<file path="src/design/spmrf_pkg.sv">
// Package for the SPI master register block: sizes, register layout, types and helpers.
package spmrf_pkg;

  // Sizes
  localparam int FIFO_DEPTH = 8;
  localparam int CS_LINES   = 1;
  localparam int DATA_W     = 8;
  localparam int WORD_W     = 32;
  localparam int REPLY_W    = 64;
  localparam int OFF_W      = 3;
  localparam int CS_W       = 3;
  localparam int PTR_W      = $clog2(FIFO_DEPTH);
  localparam int CNT_W      = $clog2(FIFO_DEPTH + 1);

  // Access codes
  localparam logic       FUNC_READ  = 1'b0;
  localparam logic       FUNC_WRITE = 1'b1;
  localparam logic [OFF_W-1:0] OFF_CTRL = 3'd0;
  localparam logic [OFF_W-1:0] OFF_DATA = 3'd4;

  // Byte substitution on data writes
  localparam logic [DATA_W-1:0] BYTE_ESC = 8'hAB;
  localparam logic [DATA_W-1:0] BYTE_SUB = 8'h00;

  // Control register bit positions
  localparam int B_EN     = 0;
  localparam int B_CSSEL1 = 4;
  localparam int B_CSSEL2 = 5;
  localparam int B_CSEN   = 6;
  localparam int B_RXAV   = 16;
  localparam int B_TXEMPT = 17;
  localparam int B_TXHALF = 18;
  localparam int B_TXFULL = 19;
  localparam int B_IRQRX  = 20;
  localparam int B_IRQTXE = 21;
  localparam int B_IRQTXH = 22;
  localparam int B_SIZE   = 23;
  localparam int B_BUSY   = 31;

  function automatic int floor_log2(int d);
    int n;
    n = 0;
    for (int i = 1; i <= 4; i++) begin
      if (d >= (1 << i)) n = i;
    end
    return n;
  endfunction

  localparam logic [WORD_W-1:0] SIZE_MASK   = 32'hF << B_SIZE;
  localparam logic [WORD_W-1:0] SIZE_VAL    = 32'(floor_log2(FIFO_DEPTH) % 16) << B_SIZE;
  localparam logic [WORD_W-1:0] STATUS_MASK = (32'h1 << B_RXAV) | (32'h1 << B_TXEMPT) |
                                              (32'h1 << B_TXHALF) | (32'h1 << B_TXFULL) |
                                              (32'h1 << B_BUSY);
  localparam logic [WORD_W-1:0] WRITABLE    = ~(STATUS_MASK | SIZE_MASK);
  localparam logic [CNT_W-1:0]  HALF_CNT    = CNT_W'(FIFO_DEPTH / 2);
  localparam logic [CNT_W-1:0]  FULL_CNT    = CNT_W'(FIFO_DEPTH);

  typedef struct packed {
    logic [CNT_W-1:0] count;
    logic             empty;
    logic             full;
  } fifo_stat_t;

  typedef struct packed {
    logic [DATA_W-1:0] sent_byte;
    logic              sent_valid;
    logic [WORD_W-1:0] read_data;
    logic              irq_line;
    logic [CS_W-1:0]   chip_selects_n;
    logic              access_error;
    logic              last;
  } out_word_t;

  typedef enum logic [1:0] {
    ST_IDLE,
    ST_EXEC,
    ST_RESP,
    ST_DRAIN
  } seq_state_t;

  function automatic logic irq_calc(logic [WORD_W-1:0] ctrl, logic rx_nonempty,
                                    logic [CNT_W-1:0] tx_count);
    logic rx, te, th;
    rx = ctrl[B_IRQRX] && rx_nonempty;
    te = ctrl[B_IRQTXE] && (tx_count == '0);
    th = ctrl[B_IRQTXH] && (tx_count < HALF_CNT);
    return rx || te || th;
  endfunction

  function automatic logic [CS_W-1:0] chip_sel_calc(logic [WORD_W-1:0] ctrl);
    logic [1:0]      idx;
    logic [CS_W-1:0] lines;
    idx   = ctrl[B_CSSEL2] ? 2'd2 : (ctrl[B_CSSEL1] ? 2'd1 : 2'd0);
    lines = '1;
    if (ctrl[B_CSEN] && (int'(idx) < CS_LINES)) lines[idx] = 1'b0;
    return lines;
  endfunction

  function automatic logic [WORD_W-1:0] control_view(logic [WORD_W-1:0] ctrl,
                                                     logic rx_nonempty,
                                                     logic [CNT_W-1:0] tx_count);
    logic [WORD_W-1:0] v;
    v = (ctrl & WRITABLE) | SIZE_VAL;
    v[B_RXAV]   = rx_nonempty;
    v[B_TXEMPT] = (tx_count == '0);
    v[B_TXHALF] = (tx_count < HALF_CNT);
    v[B_TXFULL] = (tx_count >= FULL_CNT);
    v[B_BUSY]   = (tx_count != '0);
    return v;
  endfunction

endpackage

</file>
<file path="src/design/spmrf_if.sv">
// Handshake interfaces for the bus access channel and the result channel.
interface spmrf_in_if;
  import spmrf_pkg::*;

  logic               valid;
  logic               ready;
  logic               func;
  logic [OFF_W-1:0]   offset;
  logic [WORD_W-1:0]  write_data;
  logic [REPLY_W-1:0] slave_replies;

  modport source (output valid, func, offset, write_data, slave_replies, input ready);
  modport sink   (input valid, func, offset, write_data, slave_replies, output ready);
endinterface

interface spmrf_out_if;
  import spmrf_pkg::*;

  logic              valid;
  logic              ready;
  logic [DATA_W-1:0] sent_byte;
  logic              sent_valid;
  logic [WORD_W-1:0] read_data;
  logic              irq_line;
  logic [CS_W-1:0]   chip_selects_n;
  logic              access_error;
  logic              last;

  modport source (output valid, sent_byte, sent_valid, read_data, irq_line,
                  chip_selects_n, access_error, last, input ready);
  modport sink   (input valid, sent_byte, sent_valid, read_data, irq_line,
                  chip_selects_n, access_error, last, output ready);
endinterface

</file>
<file path="src/design/spi_master_register_fifo.sv">
// Top level: bus access sequencer, control register and the transmit and receive queues.
// An access is captured, carried out, then answered by a registered result word; while the
//   transmit queue drains, one further word follows in each cycle that the sink takes one.
// A new access is taken only once the last result word is loaded; a data write that shifts
//   out bytes drains the whole queue, up to its depth, one byte a cycle while the slot is free.
// Reset (synchronous, active low): control reads zero but for the size and TX-empty/half bits;
//   both queues are empty, no result is pending; queue contents are not cleared.
module spi_master_register_fifo (
  input  logic        clk,
  input  logic        rst_n,
  spmrf_in_if.sink    in_chan,
  spmrf_out_if.source out_chan
);
  import spmrf_pkg::*;

  seq_state_t state_r, state_nxt;

  // Captured access
  logic               func_r, func_nxt;
  logic [OFF_W-1:0]   off_r, off_nxt;
  logic [WORD_W-1:0]  wd_r, wd_nxt;
  logic [REPLY_W-1:0] rep_r, rep_nxt;

  // Outcome of the access, held until the single result word is built
  logic [WORD_W-1:0]  rd_r, rd_nxt;
  logic               err_r, err_nxt;

  // Only the writable bits are stored; status and size are merged on read.
  logic [WORD_W-1:0]  ctrl_r, ctrl_nxt;

  out_word_t          out_r, out_nxt;
  logic               out_valid_r, out_valid_nxt;
  logic               slot_free;

  logic               tx_push, tx_pop, rx_push, rx_pop;
  logic [DATA_W-1:0]  tx_push_data, tx_pop_data, rx_push_data, rx_pop_data;
  fifo_stat_t         tx_stat, rx_stat;

  spmrf_fifo u_tx_fifo (
    .clk       (clk),
    .rst_n     (rst_n),
    .push      (tx_push),
    .push_data (tx_push_data),
    .pop       (tx_pop),
    .pop_data  (tx_pop_data),
    .stat      (tx_stat)
  );

  spmrf_fifo u_rx_fifo (
    .clk       (clk),
    .rst_n     (rst_n),
    .push      (rx_push),
    .push_data (rx_push_data),
    .pop       (rx_pop),
    .pop_data  (rx_pop_data),
    .stat      (rx_stat)
  );

  // The output register frees its slot in the same cycle the sink takes the word,
  // so the sequencer can load the next word without a bubble.
  assign slot_free = !out_valid_r || out_chan.ready;

  assign in_chan.ready = (state_r == ST_IDLE);

  // The byte written is the low byte of the data, with the escape byte replaced.
  assign tx_push_data = (wd_r[DATA_W-1:0] == BYTE_ESC) ? BYTE_SUB : wd_r[DATA_W-1:0];
  // Replies are consumed from the bottom; the register shifts down one byte per transfer.
  assign rx_push_data = rep_r[DATA_W-1:0];

  always_comb begin
    state_nxt     = state_r;
    func_nxt      = func_r;
    off_nxt       = off_r;
    wd_nxt        = wd_r;
    rep_nxt       = rep_r;
    rd_nxt        = rd_r;
    err_nxt       = err_r;
    ctrl_nxt      = ctrl_r;
    out_nxt       = out_r;
    out_valid_nxt = out_valid_r;
    tx_push       = 1'b0;
    tx_pop        = 1'b0;
    rx_push       = 1'b0;
    rx_pop        = 1'b0;

    if (out_valid_r && out_chan.ready) out_valid_nxt = 1'b0;

    unique case (state_r)
      ST_IDLE: begin
        if (in_chan.valid) begin
          func_nxt  = in_chan.func;
          off_nxt   = in_chan.offset;
          wd_nxt    = in_chan.write_data;
          rep_nxt   = in_chan.slave_replies;
          state_nxt = ST_EXEC;
        end
      end

      // Carry out the register access itself.
      ST_EXEC: begin
        rd_nxt    = '0;
        err_nxt   = 1'b0;
        state_nxt = ST_RESP;
        if (func_r == FUNC_READ) begin
          if (off_r == OFF_CTRL) begin
            rd_nxt = control_view(ctrl_r, !rx_stat.empty, tx_stat.count);
          end else if (off_r == OFF_DATA) begin
            // An empty receive queue reads as zero.
            if (!rx_stat.empty) begin
              rd_nxt = {{(WORD_W - DATA_W){1'b0}}, rx_pop_data};
              rx_pop = 1'b1;
            end
          end else begin
            err_nxt = 1'b1;
          end
        end else begin
          if (off_r == OFF_CTRL) begin
            ctrl_nxt = wd_r & WRITABLE;
          end else if (off_r == OFF_DATA) begin
            if (tx_stat.full) begin
              err_nxt = 1'b1;
            end else begin
              tx_push = 1'b1;
              if (ctrl_r[B_EN]) state_nxt = ST_DRAIN;
            end
          end else begin
            err_nxt = 1'b1;
          end
        end
      end

      // Single result word for an access that shifts nothing out.
      ST_RESP: begin
        if (slot_free) begin
          out_nxt.sent_byte      = '0;
          out_nxt.sent_valid     = 1'b0;
          out_nxt.read_data      = rd_r;
          out_nxt.irq_line       = irq_calc(ctrl_r, !rx_stat.empty, tx_stat.count);
          out_nxt.chip_selects_n = chip_sel_calc(ctrl_r);
          out_nxt.access_error   = err_r;
          out_nxt.last           = 1'b1;
          out_valid_nxt          = 1'b1;
          state_nxt              = ST_IDLE;
        end
      end

      // Shift out one byte in each cycle that the output slot is free, until the transmit queue
      // is empty. Each word carries the interrupt level as it will be after the drain: the transmit
      // queue empty and the receive queue holding at least one byte.
      ST_DRAIN: begin
        if (slot_free) begin
          tx_pop                 = 1'b1;
          rx_push                = 1'b1;
          rep_nxt                = rep_r >> DATA_W;
          out_nxt.sent_byte      = tx_pop_data;
          out_nxt.sent_valid     = 1'b1;
          out_nxt.read_data      = '0;
          out_nxt.irq_line       = irq_calc(ctrl_r, 1'b1, '0);
          out_nxt.chip_selects_n = chip_sel_calc(ctrl_r);
          out_nxt.access_error   = 1'b0;
          out_nxt.last           = (tx_stat.count == CNT_W'(1));
          out_valid_nxt          = 1'b1;
          if (tx_stat.count == CNT_W'(1)) state_nxt = ST_IDLE;
        end
      end

      default: state_nxt = ST_IDLE;
    endcase
  end

  always_ff @(posedge clk) begin
    if (!rst_n) begin
      state_r     <= ST_IDLE;
      ctrl_r      <= '0;
      out_valid_r <= 1'b0;
    end else begin
      state_r     <= state_nxt;
      ctrl_r      <= ctrl_nxt;
      out_valid_r <= out_valid_nxt;
    end
  end

  always_ff @(posedge clk) begin
    func_r <= func_nxt;
    off_r  <= off_nxt;
    wd_r   <= wd_nxt;
    rep_r  <= rep_nxt;
    rd_r   <= rd_nxt;
    err_r  <= err_nxt;
    out_r  <= out_nxt;
  end

  assign out_chan.valid          = out_valid_r;
  assign out_chan.sent_byte      = out_r.sent_byte;
  assign out_chan.sent_valid     = out_r.sent_valid;
  assign out_chan.read_data      = out_r.read_data;
  assign out_chan.irq_line       = out_r.irq_line;
  assign out_chan.chip_selects_n = out_r.chip_selects_n;
  assign out_chan.access_error   = out_r.access_error;
  assign out_chan.last           = out_r.last;

endmodule

</file>
<file path="src/design/spmrf_fifo.sv">
// Byte queue with head pointer and fill count; pushes to a full queue are dropped.
module spmrf_fifo (
  input  logic                      clk,
  input  logic                      rst_n,
  input  logic                      push,
  input  logic [spmrf_pkg::DATA_W-1:0] push_data,
  input  logic                      pop,
  output logic [spmrf_pkg::DATA_W-1:0] pop_data,
  output spmrf_pkg::fifo_stat_t     stat
);
  import spmrf_pkg::*;

  localparam logic [PTR_W:0]   DEPTH_P  = (PTR_W + 1)'(FIFO_DEPTH);
  localparam logic [PTR_W-1:0] LAST_IDX = PTR_W'(FIFO_DEPTH - 1);

  logic [DATA_W-1:0] slot_r [FIFO_DEPTH];
  logic [PTR_W-1:0]  head_r, head_nxt;
  logic [CNT_W-1:0]  count_r, count_nxt;
  logic [PTR_W:0]    tail_sum;
  logic [PTR_W-1:0]  tail;
  logic              do_push, do_pop;

  assign stat.count = count_r;
  assign stat.empty = (count_r == '0);
  assign stat.full  = (count_r == FULL_CNT);

  assign do_push = push && !stat.full;
  assign do_pop  = pop && !stat.empty;

  // Tail index: the count is below the depth whenever a push is taken.
  always_comb begin
    tail_sum = {1'b0, head_r} + {1'b0, count_r[PTR_W-1:0]};
    if (tail_sum >= DEPTH_P) tail_sum = tail_sum - DEPTH_P;
    tail = tail_sum[PTR_W-1:0];
  end

  always_comb begin
    head_nxt = head_r;
    if (do_pop) head_nxt = (head_r == LAST_IDX) ? '0 : head_r + 1'b1;
    count_nxt = count_r;
    if (do_push && !do_pop) count_nxt = count_r + 1'b1;
    if (do_pop && !do_push) count_nxt = count_r - 1'b1;
  end

  assign pop_data = slot_r[head_r];

  always_ff @(posedge clk) begin
    if (!rst_n) begin
      head_r  <= '0;
      count_r <= '0;
    end else begin
      head_r  <= head_nxt;
      count_r <= count_nxt;
    end
  end

  always_ff @(posedge clk) begin
    if (do_push) slot_r[tail] <= push_data;
  end

endmodule

</file>
<file path="src/flat_wrapper.sv">
// flat-port wrapper written by rule: the top's interface ports become plain ports
module spi_master_register_fifo_flat import spmrf_pkg::*;
  (clk, rst_n, in_chan_valid, in_chan_func, in_chan_offset, in_chan_write_data, in_chan_slave_replies, in_chan_ready, out_chan_valid, out_chan_sent_byte, out_chan_sent_valid, out_chan_read_data, out_chan_irq_line, out_chan_chip_selects_n, out_chan_access_error, out_chan_last, out_chan_ready);
  spmrf_in_if in_chan_i ();
  spmrf_out_if out_chan_i ();
  input  logic clk;
  input  logic rst_n;
  input wire logic [$bits(in_chan_i.valid)-1:0] in_chan_valid;
  input wire logic [$bits(in_chan_i.func)-1:0] in_chan_func;
  input wire logic [$bits(in_chan_i.offset)-1:0] in_chan_offset;
  input wire logic [$bits(in_chan_i.write_data)-1:0] in_chan_write_data;
  input wire logic [$bits(in_chan_i.slave_replies)-1:0] in_chan_slave_replies;
  output wire logic [$bits(in_chan_i.ready)-1:0] in_chan_ready;
  output wire logic [$bits(out_chan_i.valid)-1:0] out_chan_valid;
  output wire logic [$bits(out_chan_i.sent_byte)-1:0] out_chan_sent_byte;
  output wire logic [$bits(out_chan_i.sent_valid)-1:0] out_chan_sent_valid;
  output wire logic [$bits(out_chan_i.read_data)-1:0] out_chan_read_data;
  output wire logic [$bits(out_chan_i.irq_line)-1:0] out_chan_irq_line;
  output wire logic [$bits(out_chan_i.chip_selects_n)-1:0] out_chan_chip_selects_n;
  output wire logic [$bits(out_chan_i.access_error)-1:0] out_chan_access_error;
  output wire logic [$bits(out_chan_i.last)-1:0] out_chan_last;
  input wire logic [$bits(out_chan_i.ready)-1:0] out_chan_ready;
  assign in_chan_i.valid = in_chan_valid;
  assign in_chan_i.func = in_chan_func;
  assign in_chan_i.offset = in_chan_offset;
  assign in_chan_i.write_data = in_chan_write_data;
  assign in_chan_i.slave_replies = in_chan_slave_replies;
  assign in_chan_ready = in_chan_i.ready;
  assign out_chan_valid = out_chan_i.valid;
  assign out_chan_sent_byte = out_chan_i.sent_byte;
  assign out_chan_sent_valid = out_chan_i.sent_valid;
  assign out_chan_read_data = out_chan_i.read_data;
  assign out_chan_irq_line = out_chan_i.irq_line;
  assign out_chan_chip_selects_n = out_chan_i.chip_selects_n;
  assign out_chan_access_error = out_chan_i.access_error;
  assign out_chan_last = out_chan_i.last;
  assign out_chan_i.ready = out_chan_ready;
  spi_master_register_fifo u_core (.clk(clk), .rst_n(rst_n), .in_chan(in_chan_i), .out_chan(out_chan_i));
endmodule
</file>
<file path="config.mk">
export PLATFORM = sky130hd
export DESIGN_NAME = spi_master_register_fifo_flat
export DESIGN_NICKNAME = d
export VERILOG_FILES = /design/src/design/spmrf_pkg.sv /design/src/design/spmrf_if.sv /design/src/design/spi_master_register_fifo.sv /design/src/design/spmrf_fifo.sv /design/src/flat_wrapper.sv
export SDC_FILE = /design/constraint.sdc
export NUM_CORES = 1
export LEC_CHECK = 0
export ABC_AREA = 1
export BUFFER_PORTS_ARGS = -buffer_cell sky130_fd_sc_hd__buf_2
export CAP_MARGIN = 20
export CORE_AREA = 5 5 131 258
export DETAILED_ROUTE_END_ITERATION = 8
export DIE_AREA = 0 0 136 263
export PLACE_DENSITY = 0.67
export SLEW_MARGIN = 20
export SYNTH_ARGS = -nofsm -noshare
export SYNTH_HDL_FRONTEND = slang
export SYNTH_SLANG_ARGS = --single-unit
</file>
<file path="constraint.sdc">
create_clock -name clk -period 6.5 [get_ports clk]
set_clock_uncertainty 0.05 [all_clocks]
set_input_delay 1.3 -clock clk [delete_from_list [all_inputs] [get_ports clk]]
set_output_delay 1.3 -clock clk [all_outputs]
set_load 0.05 [all_outputs]
</file>
==> impl_metrics.csv, run 1 <==
group,metric,value,unit
status,status,"completed",
detailed_routing,ant_nets,0,
yosys,synth.avg_cell_area,11.4,um2
grt,grt_antenna_before_repair,1,
cells_and_area,final_common_cell,"edfxtp_1",
yosys,ys_warn_count,0,
die,coreArea,31400,um2
worst_setup_path,crit_slowest_cell,"nor2_1",
cells_and_area,fin_util,0.492,
yosys,syn_inst,1180,
worst_setup_path,startpoint,"out_chan_ready",
worst_setup_path,rr_worst_depth,5,
cells_and_area,fin_cells,1756,
pwr,total_power,5.65,mW
cells_and_area,multi_input_area,3110,um2
sta,worst-slew-pin-transition,0.942,ns
yosys,ys_seq_elements,339,
place,routabilityCongestion,0.842,
detailed_routing,dr_total_vias,8412,
detailed_routing,vias_per_cell,4.79,
cts,htree_levels,1,
worst_setup_path,end_kind,"flop",
worst_setup_path,required,6.92,ns
cells_and_area,final_layout_size_suffix_gt1_frac,0.162,
worst_setup_path,crit_top_cell,"inv_1",
detailed_routing,drt_iter0_drc,622,
cts,cts.clk_slew.worst_paths,0.08,ns
cts,cts_setup_buffers,0,
pwr,power_density,365,nW/um2
sta,min_period,2.90,ns
grt,grt_pass1_wl,44600,um
sta,setup_viol_count_final,0,
sta,grt_setup_unrepaired,"no",
cells_and_area,regArea,9720,um2
detailed_routing,totalWireLength,28600,um
place,port_buffers,141,
cts,clk_latency,0.57,ns
sta,finalSetupTns,0,ns
die,die_area,35800,um2
sta,finalCritPeriodShare,0.446,
cts,ctsResizeCount,0,
worst_setup_path,crit_type,"input port to flop",
die,fp.dieW,136,um
cells_and_area,mostFrequentLayoutCells,"293 x edfxtp_1, 230 x nor2_1, 223 x nand2_1",
grt,grt_usage,0.160,
grt,grt_max_degree,90,
place,placed_cells,1701,
grt,grt-ovfl-total,0,
detailed_routing,drc_errors,0,
sta,fmaxAchievable,345,MHz
worst_setup_path,arrival,3.32,ns
worst_setup_path,cp_cell_sequence,"buf_2, nor2_1, nor2_1, inv_1, a21oi_2, inv_1, ha_1, inv_1, nand2_1, nand2_1, ha_1, a21oi_1, xnor2_1, o21ai_0, inv_1",
die,ios,153,
cells_and_area,nets,1428,
worst_setup_path,r2r-start,"u_core.state_r[1]$_SDFFE_PN0P_",
yosys,syn_area,13400,um2
cts,clockBufferDepth,3,
flow_run,maxCapViolCount,0,
worst_setup_path,crit_path_start_kind,"input port",
cts,root_buffer,"clkbuf_16",
yosys,yosysUniqueCellTypes,27,
cts,cts_sinks,339,
yosys,yosysSeqAreaShare,0.724,
grt,grt_pass1_vias,8424,
detailed_routing,wl_per_cell,16.3,um
cts,holdBufCountCts,0,
place,dp_hpwl,20100,um
worst_setup_path,critPathMaxFanout,4,
cells_and_area,fillers,2794,
die,initial_utilization,0.427,
die,num_rows,92,
cts,cts_tree,"yes",
pwr,irDropWorstVdd,0.000296,V
detailed_routing,drt-pass1-iter-count,5,
die,die_h,263,um
cells_and_area,area_delta_synth_final,15.4,%
cts,cts_buffers,29,
pwr,leakagePower,6.02,nW
worst_setup_path,endpoint,"u_core.u_rx_fifo.count_r[2]$_SDFFE_PN0P_",
worst_setup_path,r2r_setup_slack,3.78,ns
sta,slew_headroom,0.372,
min_path,hold_class,"flop to flop",
sta,hold_viol,0,
sta,slew_viol_final,0,
worst_setup_path,slowest_delay,0.42,ns
worst_setup_path,r2r_end,"u_core.out_chan.sent_byte[4]$_SDFFCE_PN0P_",
area by class of cell:
class / count / area share
sequential: 339 / 0.628
timing repair buffer: 148 / 0.0490
clock buffer: 34 / 0.0501
inverter: 102 / 0.0248
clock inverter: 20 / 0.0123
multi-input combinational: 689 / 0.201
tap: 423 / 0.0342
antenna: 1 / 0.000162
flip-flops by register name, indices dropped and copies added (netlist names), 2 cells and up, named ones only:
register,flops
u_core.rep_r,64
u_core.u_rx_fifo.slot_r,64
u_core.u_tx_fifo.slot_r,64
u_core.out_chan.read_data,29
u_core.rd_r,29
u_core.ctrl_r,23
u_core.wd_r,23
u_core.out_chan.sent_byte,8
u_core.u_rx_fifo.count_r,4
u_core.u_tx_fifo.count_r,4
u_core.off_r,3
u_core.out_chan.chip_selects_n,3
u_core.u_rx_fifo.head_r,3
u_core.u_tx_fifo.head_r,3
u_core.state_r,2
layer usage:
| layer | vias up | share of wire | global-route usage |
|---|---|---|---|
| li1 | 4207 | - | - |
| met4 | 0 | 0.029 | 0.0597 |
| met1 | 3983 | 0.34 | 0.169 |
| met2 | 185 | 0.59 | 0.315 |
| met3 | 37 | 0.039 | 0.0162 |
| met5 | - | 0 | 0 |
worst max-delay path, delay by kind of cell:
kind,cells,cell delay [ns]
simple gates,4,0.63
buf+inv,5,0.50
compound gates,3,0.40
fa+ha+maj,2,0.40
xor+xnor,1,0.10
through the flow:
step                worst slack [ns]  hold slack, ns  cell area [um2]
floorplan                     0.0200           0.379            13400
global placement                3.07           0.392            14500
detailed placement              3.03           0.397            14500
CTS                             3.40           0.407            15500
global route                    3.41           0.421            15500
finish                          3.60           0.403            15500
synthesized netlist by cell type, drive strengths merged:
library cell | instances | area, um2
o211ai | 16 | 120
inv | 102 | 383
nand2 | 224 | 841
a21oi | 34 | 174
ha | 13 | 163
xnor2 | 3 | 26.3
nand4 | 1 | 6.26
dfxtp | 46 | 921
nor2 | 237 | 900
buf | 31 | 160
conb | 2 | 7.51
nor3 | 4 | 25.0
edfxtp | 293 | 8800
nand3 | 19 | 100
o21ai | 128 | 641
or2 | 1 | 6.26
clkbuf | 21 | 78.8
xor2 | 3 | 26.3
fa | 2 | 40.0
logic make-up after synthesis:
kind of cell	Yosys count	share of synthesized area
AND/OR/NAND/NOR	486	0.140
flip-flops	339	0.724
AO/OA/AOI/OAI	178	0.0697
buffers and inverters	154	0.0463
adder cells (fa/ha/maj)	15	0.0151
XOR/XNOR	6	0.00392
other	2	0.000560
report_power, final:
group	internal [mW]	switching, mW
Sequential	2.86	0.144
Clock	0.950	0.790
Combinational	0.186	0.718
worst min path at each step:
stage                                     endpoint  slack [ns]  cells past startpoint                            from
floorplan           u_core.ctrl_r[30]$_SDFFE_PN0P_        0.38                      2  u_core.ctrl_r[30]$_SDFFE_PN0P_
global placement    u_core.ctrl_r[28]$_SDFFE_PN0P_        0.39                      2  u_core.ctrl_r[28]$_SDFFE_PN0P_
detailed placement  u_core.ctrl_r[28]$_SDFFE_PN0P_        0.40                      2  u_core.ctrl_r[28]$_SDFFE_PN0P_
CTS                 u_core.ctrl_r[28]$_SDFFE_PN0P_        0.41                      2  u_core.ctrl_r[28]$_SDFFE_PN0P_
global route        u_core.ctrl_r[12]$_SDFFE_PN0P_        0.42                      2  u_core.ctrl_r[12]$_SDFFE_PN0P_
finish              u_core.ctrl_r[28]$_SDFFE_PN0P_        0.40                      2  u_core.ctrl_r[28]$_SDFFE_PN0P_
Power figures use the tool's default switching activity.
==> run 2: changes to the inputs <==
==> constraint.sdc (replaced) <==
create_clock -name clk -period 2.5 [get_ports clk]
set_clock_uncertainty 0.05 [all_clocks]
set_input_delay 0.5 -clock clk [delete_from_list [all_inputs] [get_ports clk]]
set_output_delay 0.5 -clock clk [all_outputs]
set_load 0.05 [all_outputs]
==> run 2 against run 1 <==
  * First-iteration DRC count is 4.7% higher
  * Global-route usage is 0.16 points higher
  * Final cell count is 1.7% higher
  * Flip-flop and latch count stayed put
  * Worst hold slack worse by 0.34 ns
  * Design area is 1.4% higher
  * Register-to-register slack worse by 3.5 ns
  * Highest routed layer unchanged
  * Non-clock buffer count is 32 higher
  * Largest power group unchanged
  * Via count is 2.7% higher
  * Setup slack worse by 3.3 ns
==> impl_metrics.csv, run 2 (same netlist as run 1, synthesis figures left out) <==
group,metric,value,unit
sta,finalCritPeriodShare,0.895,
detailed_routing,dr_total_vias,8641,
cts,clk_latency,0.56,ns
place,dp_hpwl,20700,um
worst_setup_path,crit_type,"flop to flop",
pwr,power_density,929,nW/um2
cells_and_area,reg_top3,"u_core.rep_r (64), u_core.u_rx_fifo.slot_r (64), u_core.u_tx_fifo.slot_r (64)",
die,num_rows,92,
detailed_routing,drc_errors,0,
grt,grt_usage,0.161,
cells_and_area,nets,1459,
cells_and_area,final_layout_size_suffix_gt1_frac,0.179,
worst_setup_path,required,2.91,ns
worst_setup_path,crit_path_start_kind,"flop",
detailed_routing,drt_iter0_drc,651,
cts,cts_buffers,28,
cts,cts_tree,"yes",
cts,holdBufCountCts,0,
cells_and_area,design_area,15700,um2
die,fp.dieW,136,um
sta,min_period,2.24,ns
sta,grt_setup_unrepaired,"no",
sta,slew_headroom,0.497,
cts,htree_levels,1,
cells_and_area,final_common_cell,"edfxtp_1",
die,coreArea,31400,um2
cells_and_area,num_antenna_cells,0,
cts,cts.clk_slew.worst_paths,0.07,ns
cts,root_buffer,"clkbuf_16",
grt,grt_pass1_wl,45100,um
worst_setup_path,end_kind,"flop",
die,ios,153,
die,die_h,263,um
sta,hold_viol,0,
detailed_routing,vias_per_cell,4.84,
cells_and_area,area_delta_synth_final,17.0,%
cells_and_area,regArea,9720,um2
detailed_routing,drt-pass1-iter-count,5,
sta,setup_viol_count_final,0,
place,routabilityCongestion,0.849,
place,placedInstanceArea,14800,um2
detailed_routing,totalWireLength,29000,um
detailed_routing,wl_per_cell,16.2,um
place,port_buffers,141,
grt,grt-ovfl-total,0,
grt,grt_max_degree,57,
sta,finalSetupTns,0,ns
min_path,hold_class,"input port to flop",
die,initial_utilization,0.427,
sta,fmaxAchievable,447,MHz
sta,worst-slew-pin-transition,0.753,ns
worst_setup_path,critPathMaxFanout,4,
pwr,irDropWorstVdd,0.000550,V
cts,clockBufferDepth,3,
status,status,"completed",
cells_and_area,fillers,2782,
detailed_routing,ant_nets,0,
cells_and_area,multi_input_area,3120,um2
grt,grt_antenna_before_repair,0,
sta,slew_viol_final,0,
worst_setup_path,arrival,2.65,ns
grt,grt_pass1_vias,8880,
flow_run,maxCapViolCount,0,
die,die_area,35800,um2
cells_and_area,mostFrequentLayoutCells,"293 x edfxtp_1, 228 x nor2_1, 223 x nand2_1",
cts,cts_sinks,339,
sta,whs,0.0584,ns
pwr,leakagePower,6.14,nW
-- run 2: timing repair --
| item | in CTS | in global routing |
|---|---|---|
| resized for setup | 0 | 2 |
| buffers inserted | 0 | 0 |
| setup endpoints to repair | 0 | 1 |
| hold endpoints to repair | 0 | 0 |
-- run 2: worst paths after layout --
| path | from | to | slack (ns) | cells past startpoint |
|---|---|---|---|---|
| max reg2reg | u_core.off_r[1]$_DFFE_PP_ | u_core.u_rx_fifo.count_r[2]$_SDFFE_PN0P_ | 0.26 | 14 |
| min reg2reg | u_core.ctrl_r[12]$_SDFFE_PN0P_ | u_core.ctrl_r[12]$_SDFFE_PN0P_ | 0.40 | 2 |
| max | u_core.off_r[1]$_DFFE_PP_ | u_core.u_rx_fifo.count_r[2]$_SDFFE_PN0P_ | 0.26 | 14 |
| min | in_chan_write_data[0] | u_core.wd_r[0]$_DFFE_PP_ | 0.06 | 1 |
-- run 2: layout make-up --
cell class | count | share of cell area
flip-flops and latches | 339 | 0.619
multi-input cells | 689 | 0.199
repair buffers | 180 | 0.0660
clock buffers | 41 | 0.0515
well taps | 423 | 0.0337
inverters | 102 | 0.0245
clock inverters | 11 | 0.00646
-- run 2: routing by layer --
| metal | up-vias | GRT usage | share of wire |
|---|---|---|---|
| met5 | - | 0 | 0 |
| met4 | 0 | 0.0818 | 0.048 |
| met3 | 69 | 0.0197 | 0.037 |
| met2 | 187 | 0.315 | 0.58 |
| met1 | 4116 | 0.161 | 0.34 |
| li1 | 4269 | - | - |
-- run 2: critical path, cell delays in order, from the launching register on --
cell	delay (ns)
edfxtp_1	0.38
nor2_2	0.18
nand2_1	0.13
nor2_1	0.11
nand3_1	0.10
inv_1	0.14
ha_2	0.23
inv_1	0.04
nand2_1	0.06
nand2_1	0.08
ha_1	0.19
a21oi_1	0.15
xnor2_1	0.09
o21ai_0	0.15
inv_1	0.06
-- run 2: power breakdown --
group          switching (mW)  leakage (nW)  internal (mW)
Sequential              0.362          3.08           7.44
Combinational            1.91          2.63          0.563
Clock                    1.95         0.435           2.36
Total                    4.22          6.14           10.4
-- run 2: through the flow --
step / setup slack, ns / utilization / cells / power, mW
4_1_cts: 0.171 / 0.499 / 1785 / 14.7
5_1_grt: 0.00191 / 0.500 / 1785 / 15.2
6_report: 0.262 / 0.500 / 1785 / 14.6
2_1_floorplan: -0.162 / - / 1182 / 9.55
3_5_place_dp: 0.178 / 0.470 / 1733 / 10.4
3_3_place_gp: 0.202 / 0.470 / 1733 / 10.3
==> run 3: changes to the inputs <==
--- a/config.mk
+++ b/config.mk
@@ -8,10 +8,12 @@
 export ABC_AREA = 1
 export BUFFER_PORTS_ARGS = -buffer_cell sky130_fd_sc_hd__buf_2
 export CAP_MARGIN = 20
-export CORE_AREA = 5 5 131 258
+export CELL_PAD_IN_SITES_DETAIL_PLACEMENT = 1
+export CELL_PAD_IN_SITES_GLOBAL_PLACEMENT = 1
+export CORE_AREA = 5 5 133 261
 export DETAILED_ROUTE_END_ITERATION = 8
-export DIE_AREA = 0 0 136 263
-export PLACE_DENSITY = 0.67
+export DIE_AREA = 0 0 138 266
+export PLACE_DENSITY = 0.78
 export SLEW_MARGIN = 20
 export SYNTH_ARGS = -nofsm -noshare
 export SYNTH_HDL_FRONTEND = slang
==> run 3 against run 2 <==
  * Clock power is 9.7% higher
  * Register-to-register slack got worse by 0.05 ns
  * Critical path depth did not move
==> impl_metrics.csv, run 3 (same netlist as run 1, synthesis figures left out) <==
group,metric,value,unit
sta,setup_viol_count_final,0,
place,port_buffers,141,
sta,fin_ws,0.216,ns
grt,grt_pass1_vias,9894,
cells_and_area,fin_util,0.491,
detailed_routing,wl_per_cell,18.9,um
sta,slew_headroom,0.404,
worst_setup_path,end_kind,"flop",
sta,hold_viol,0,
cells_and_area,mostFrequentLayoutCells,"293 x edfxtp_1, 228 x nor2_1, 223 x nand2_1",
cts,cts_sinks,339,
grt,grt_pass1_wl,52400,um
cells_and_area,fillers,3594,
pwr,leakagePower,6.25,nW
place,dpl_worst_slack,0.106,ns
cts,cts_buffers,30,
detailed_routing,ant_nets,0,
pwr,power_density,954,nW/um2
sta,finalCritPeriodShare,0.914,
die,die_area,36700,um2
cells_and_area,design_area,15900,um2
cells_and_area,final_layout_size_suffix_gt1_frac,0.185,
die,num_rows,93,
cells_and_area,final_common_cell,"edfxtp_1",
grt,grt_usage,0.181,
pwr,irDropWorstVdd,0.000623,V
cts,root_buffer,"clkbuf_16",
sta,min_period,2.28,ns
cells_and_area,reg_top3,"u_core.rep_r (64), u_core.u_rx_fifo.slot_r (64), u_core.u_tx_fifo.slot_r (64)",
sta,worst-slew-pin-transition,0.891,ns
sta,fmaxAchievable,438,MHz
die,die_h,266,um
cts,clockBufferDepth,3,
worst_setup_path,crit_path_start_kind,"flop",
worst_setup_path,required,2.92,ns
cts,cts_tree,"yes",
detailed_routing,drt-pass1-iter-count,6,
die,coreArea,32300,um2
detailed_routing,drt_iter0_drc,496,
grt,grt_max_degree,57,
place,placedInstanceArea,14900,um2
cts,cts_setup_buffers,0,
cells_and_area,area_delta_synth_final,18.5,%
detailed_routing,totalWireLength,34200,um
sta,grt_setup_unrepaired,"no",
cells_and_area,multi_input_area,3120,um2
detailed_routing,drc_errors,0,
cts,cts.clk_slew.worst_paths,0.07,ns
place,dp_hpwl,24400,um
cts,clk_latency,0.58,ns
worst_setup_path,r2r_end,"u_core.u_rx_fifo.count_r[2]$_SDFFE_PN0P_",
cells_and_area,regArea,9720,um2
cells_and_area,nets,1471,
worst_setup_path,r2r_setup_slack,0.22,ns
die,fp.dieW,138,um
worst_setup_path,critPathMaxFanout,4,
detailed_routing,dr_total_vias,9071,
worst_setup_path,arrival,2.70,ns
sta,slew_viol_final,0,
min_path,worstHoldStart,"in_chan_func",
cells_and_area,fin_cells,1805,
detailed_routing,vias_per_cell,5.03,
cts,htree_levels,1,
place,routabilityCongestion,0.827,
min_path,hold_class,"input port to flop",
die,ios,153,
place,placed_cells,1747,
grt,grt-ovfl-total,0,
sta,finalSetupTns,0,ns
pwr,total_power,15.2,mW
worst_setup_path,r2r-start,"u_core.off_r[1]$_DFFE_PP_",
flow_run,maxCapViolCount,0,
sta,whs,0.0452,ns
min_path,hold_end,"u_core.func_r$_DFFE_PP_",
die,initial_utilization,0.415,
worst_setup_path,rr_worst_depth,14,
min_path,worstHoldPathCells,1,
grt,grt_antenna_before_repair,3,
status,status,"completed",
worst_setup_path,crit_type,"flop to flop",
[run 3: metal layers]
layer | vias to the layer above | part of all wire | track usage
li1 | 4287 | - | -
met1 | 4482 | 0.34 | 0.177
met2 | 197 | 0.57 | 0.361
met3 | 103 | 0.033 | 0.0251
met4 | 2 | 0.054 | 0.0973
met5 | - | 0.00038 | 0
[run 3: repair_timing]
item / in CTS / in global routing
hold buffers: 0 / 0
endpoints found under the setup margin: 0 / 1
resized for setup: 0 / 2
[run 3: area by class of cell]
type                            count  share of cell area
Timing Repair Buffer              190              0.0707
Clock inverter                     11             0.00992
Inverter                          102              0.0242
Sequential cell                   339               0.612
Clock buffer                       45              0.0533
Antenna cell                        2            0.000315
Multi-Input combinational cell    689               0.196
Tap cell                          427              0.0336
[run 3: critical path, stage by stage (launching register included)]
cell and delay, ns:
edfxtp_1 0.38, nor2_2 0.20, nand2_1 0.14, nor2_1 0.12, nand3_1 0.11, inv_1 0.10, ha_2 0.22, inv_1 0.06
nand2_1 0.05, nand2_1 0.08, ha_1 0.18, a21oi_1 0.16, xnor2_1 0.09, o21ai_0 0.17, inv_1 0.06
[run 3: worst max path at each step]
stage	end	slack, ns	start
6_report	u_core.u_rx_fifo.count_r[2]$_SDFFE_PN0P_	0.22	u_core.off_r[1]$_DFFE_PP_
2_1_floorplan	u_core.rep_r[0]$_DFFE_PP_	-0.16	u_core.state_r[1]$_SDFFE_PN0P_
3_5_place_dp	u_core.u_rx_fifo.count_r[2]$_SDFFE_PN0P_	0.11	u_core.off_r[1]$_DFFE_PP_
3_3_place_gp	u_core.u_rx_fifo.count_r[2]$_SDFFE_PN0P_	0.26	out_chan_ready
5_1_grt	u_core.u_rx_fifo.count_r[2]$_SDFFE_PN0P_	0.03	u_core.off_r[1]$_DFFE_PP_
4_1_cts	u_core.u_rx_fifo.count_r[2]$_SDFFE_PN0P_	0.1	u_core.off_r[1]$_DFFE_PP_
[run 3: power breakdown]
part	switching (mW)	internal, mW	leakage (nW)
Combinational	2.00	0.620	2.68
Sequential	0.374	7.44	3.08
Clock	2.06	2.67	0.482
Total	4.44	10.7	6.25
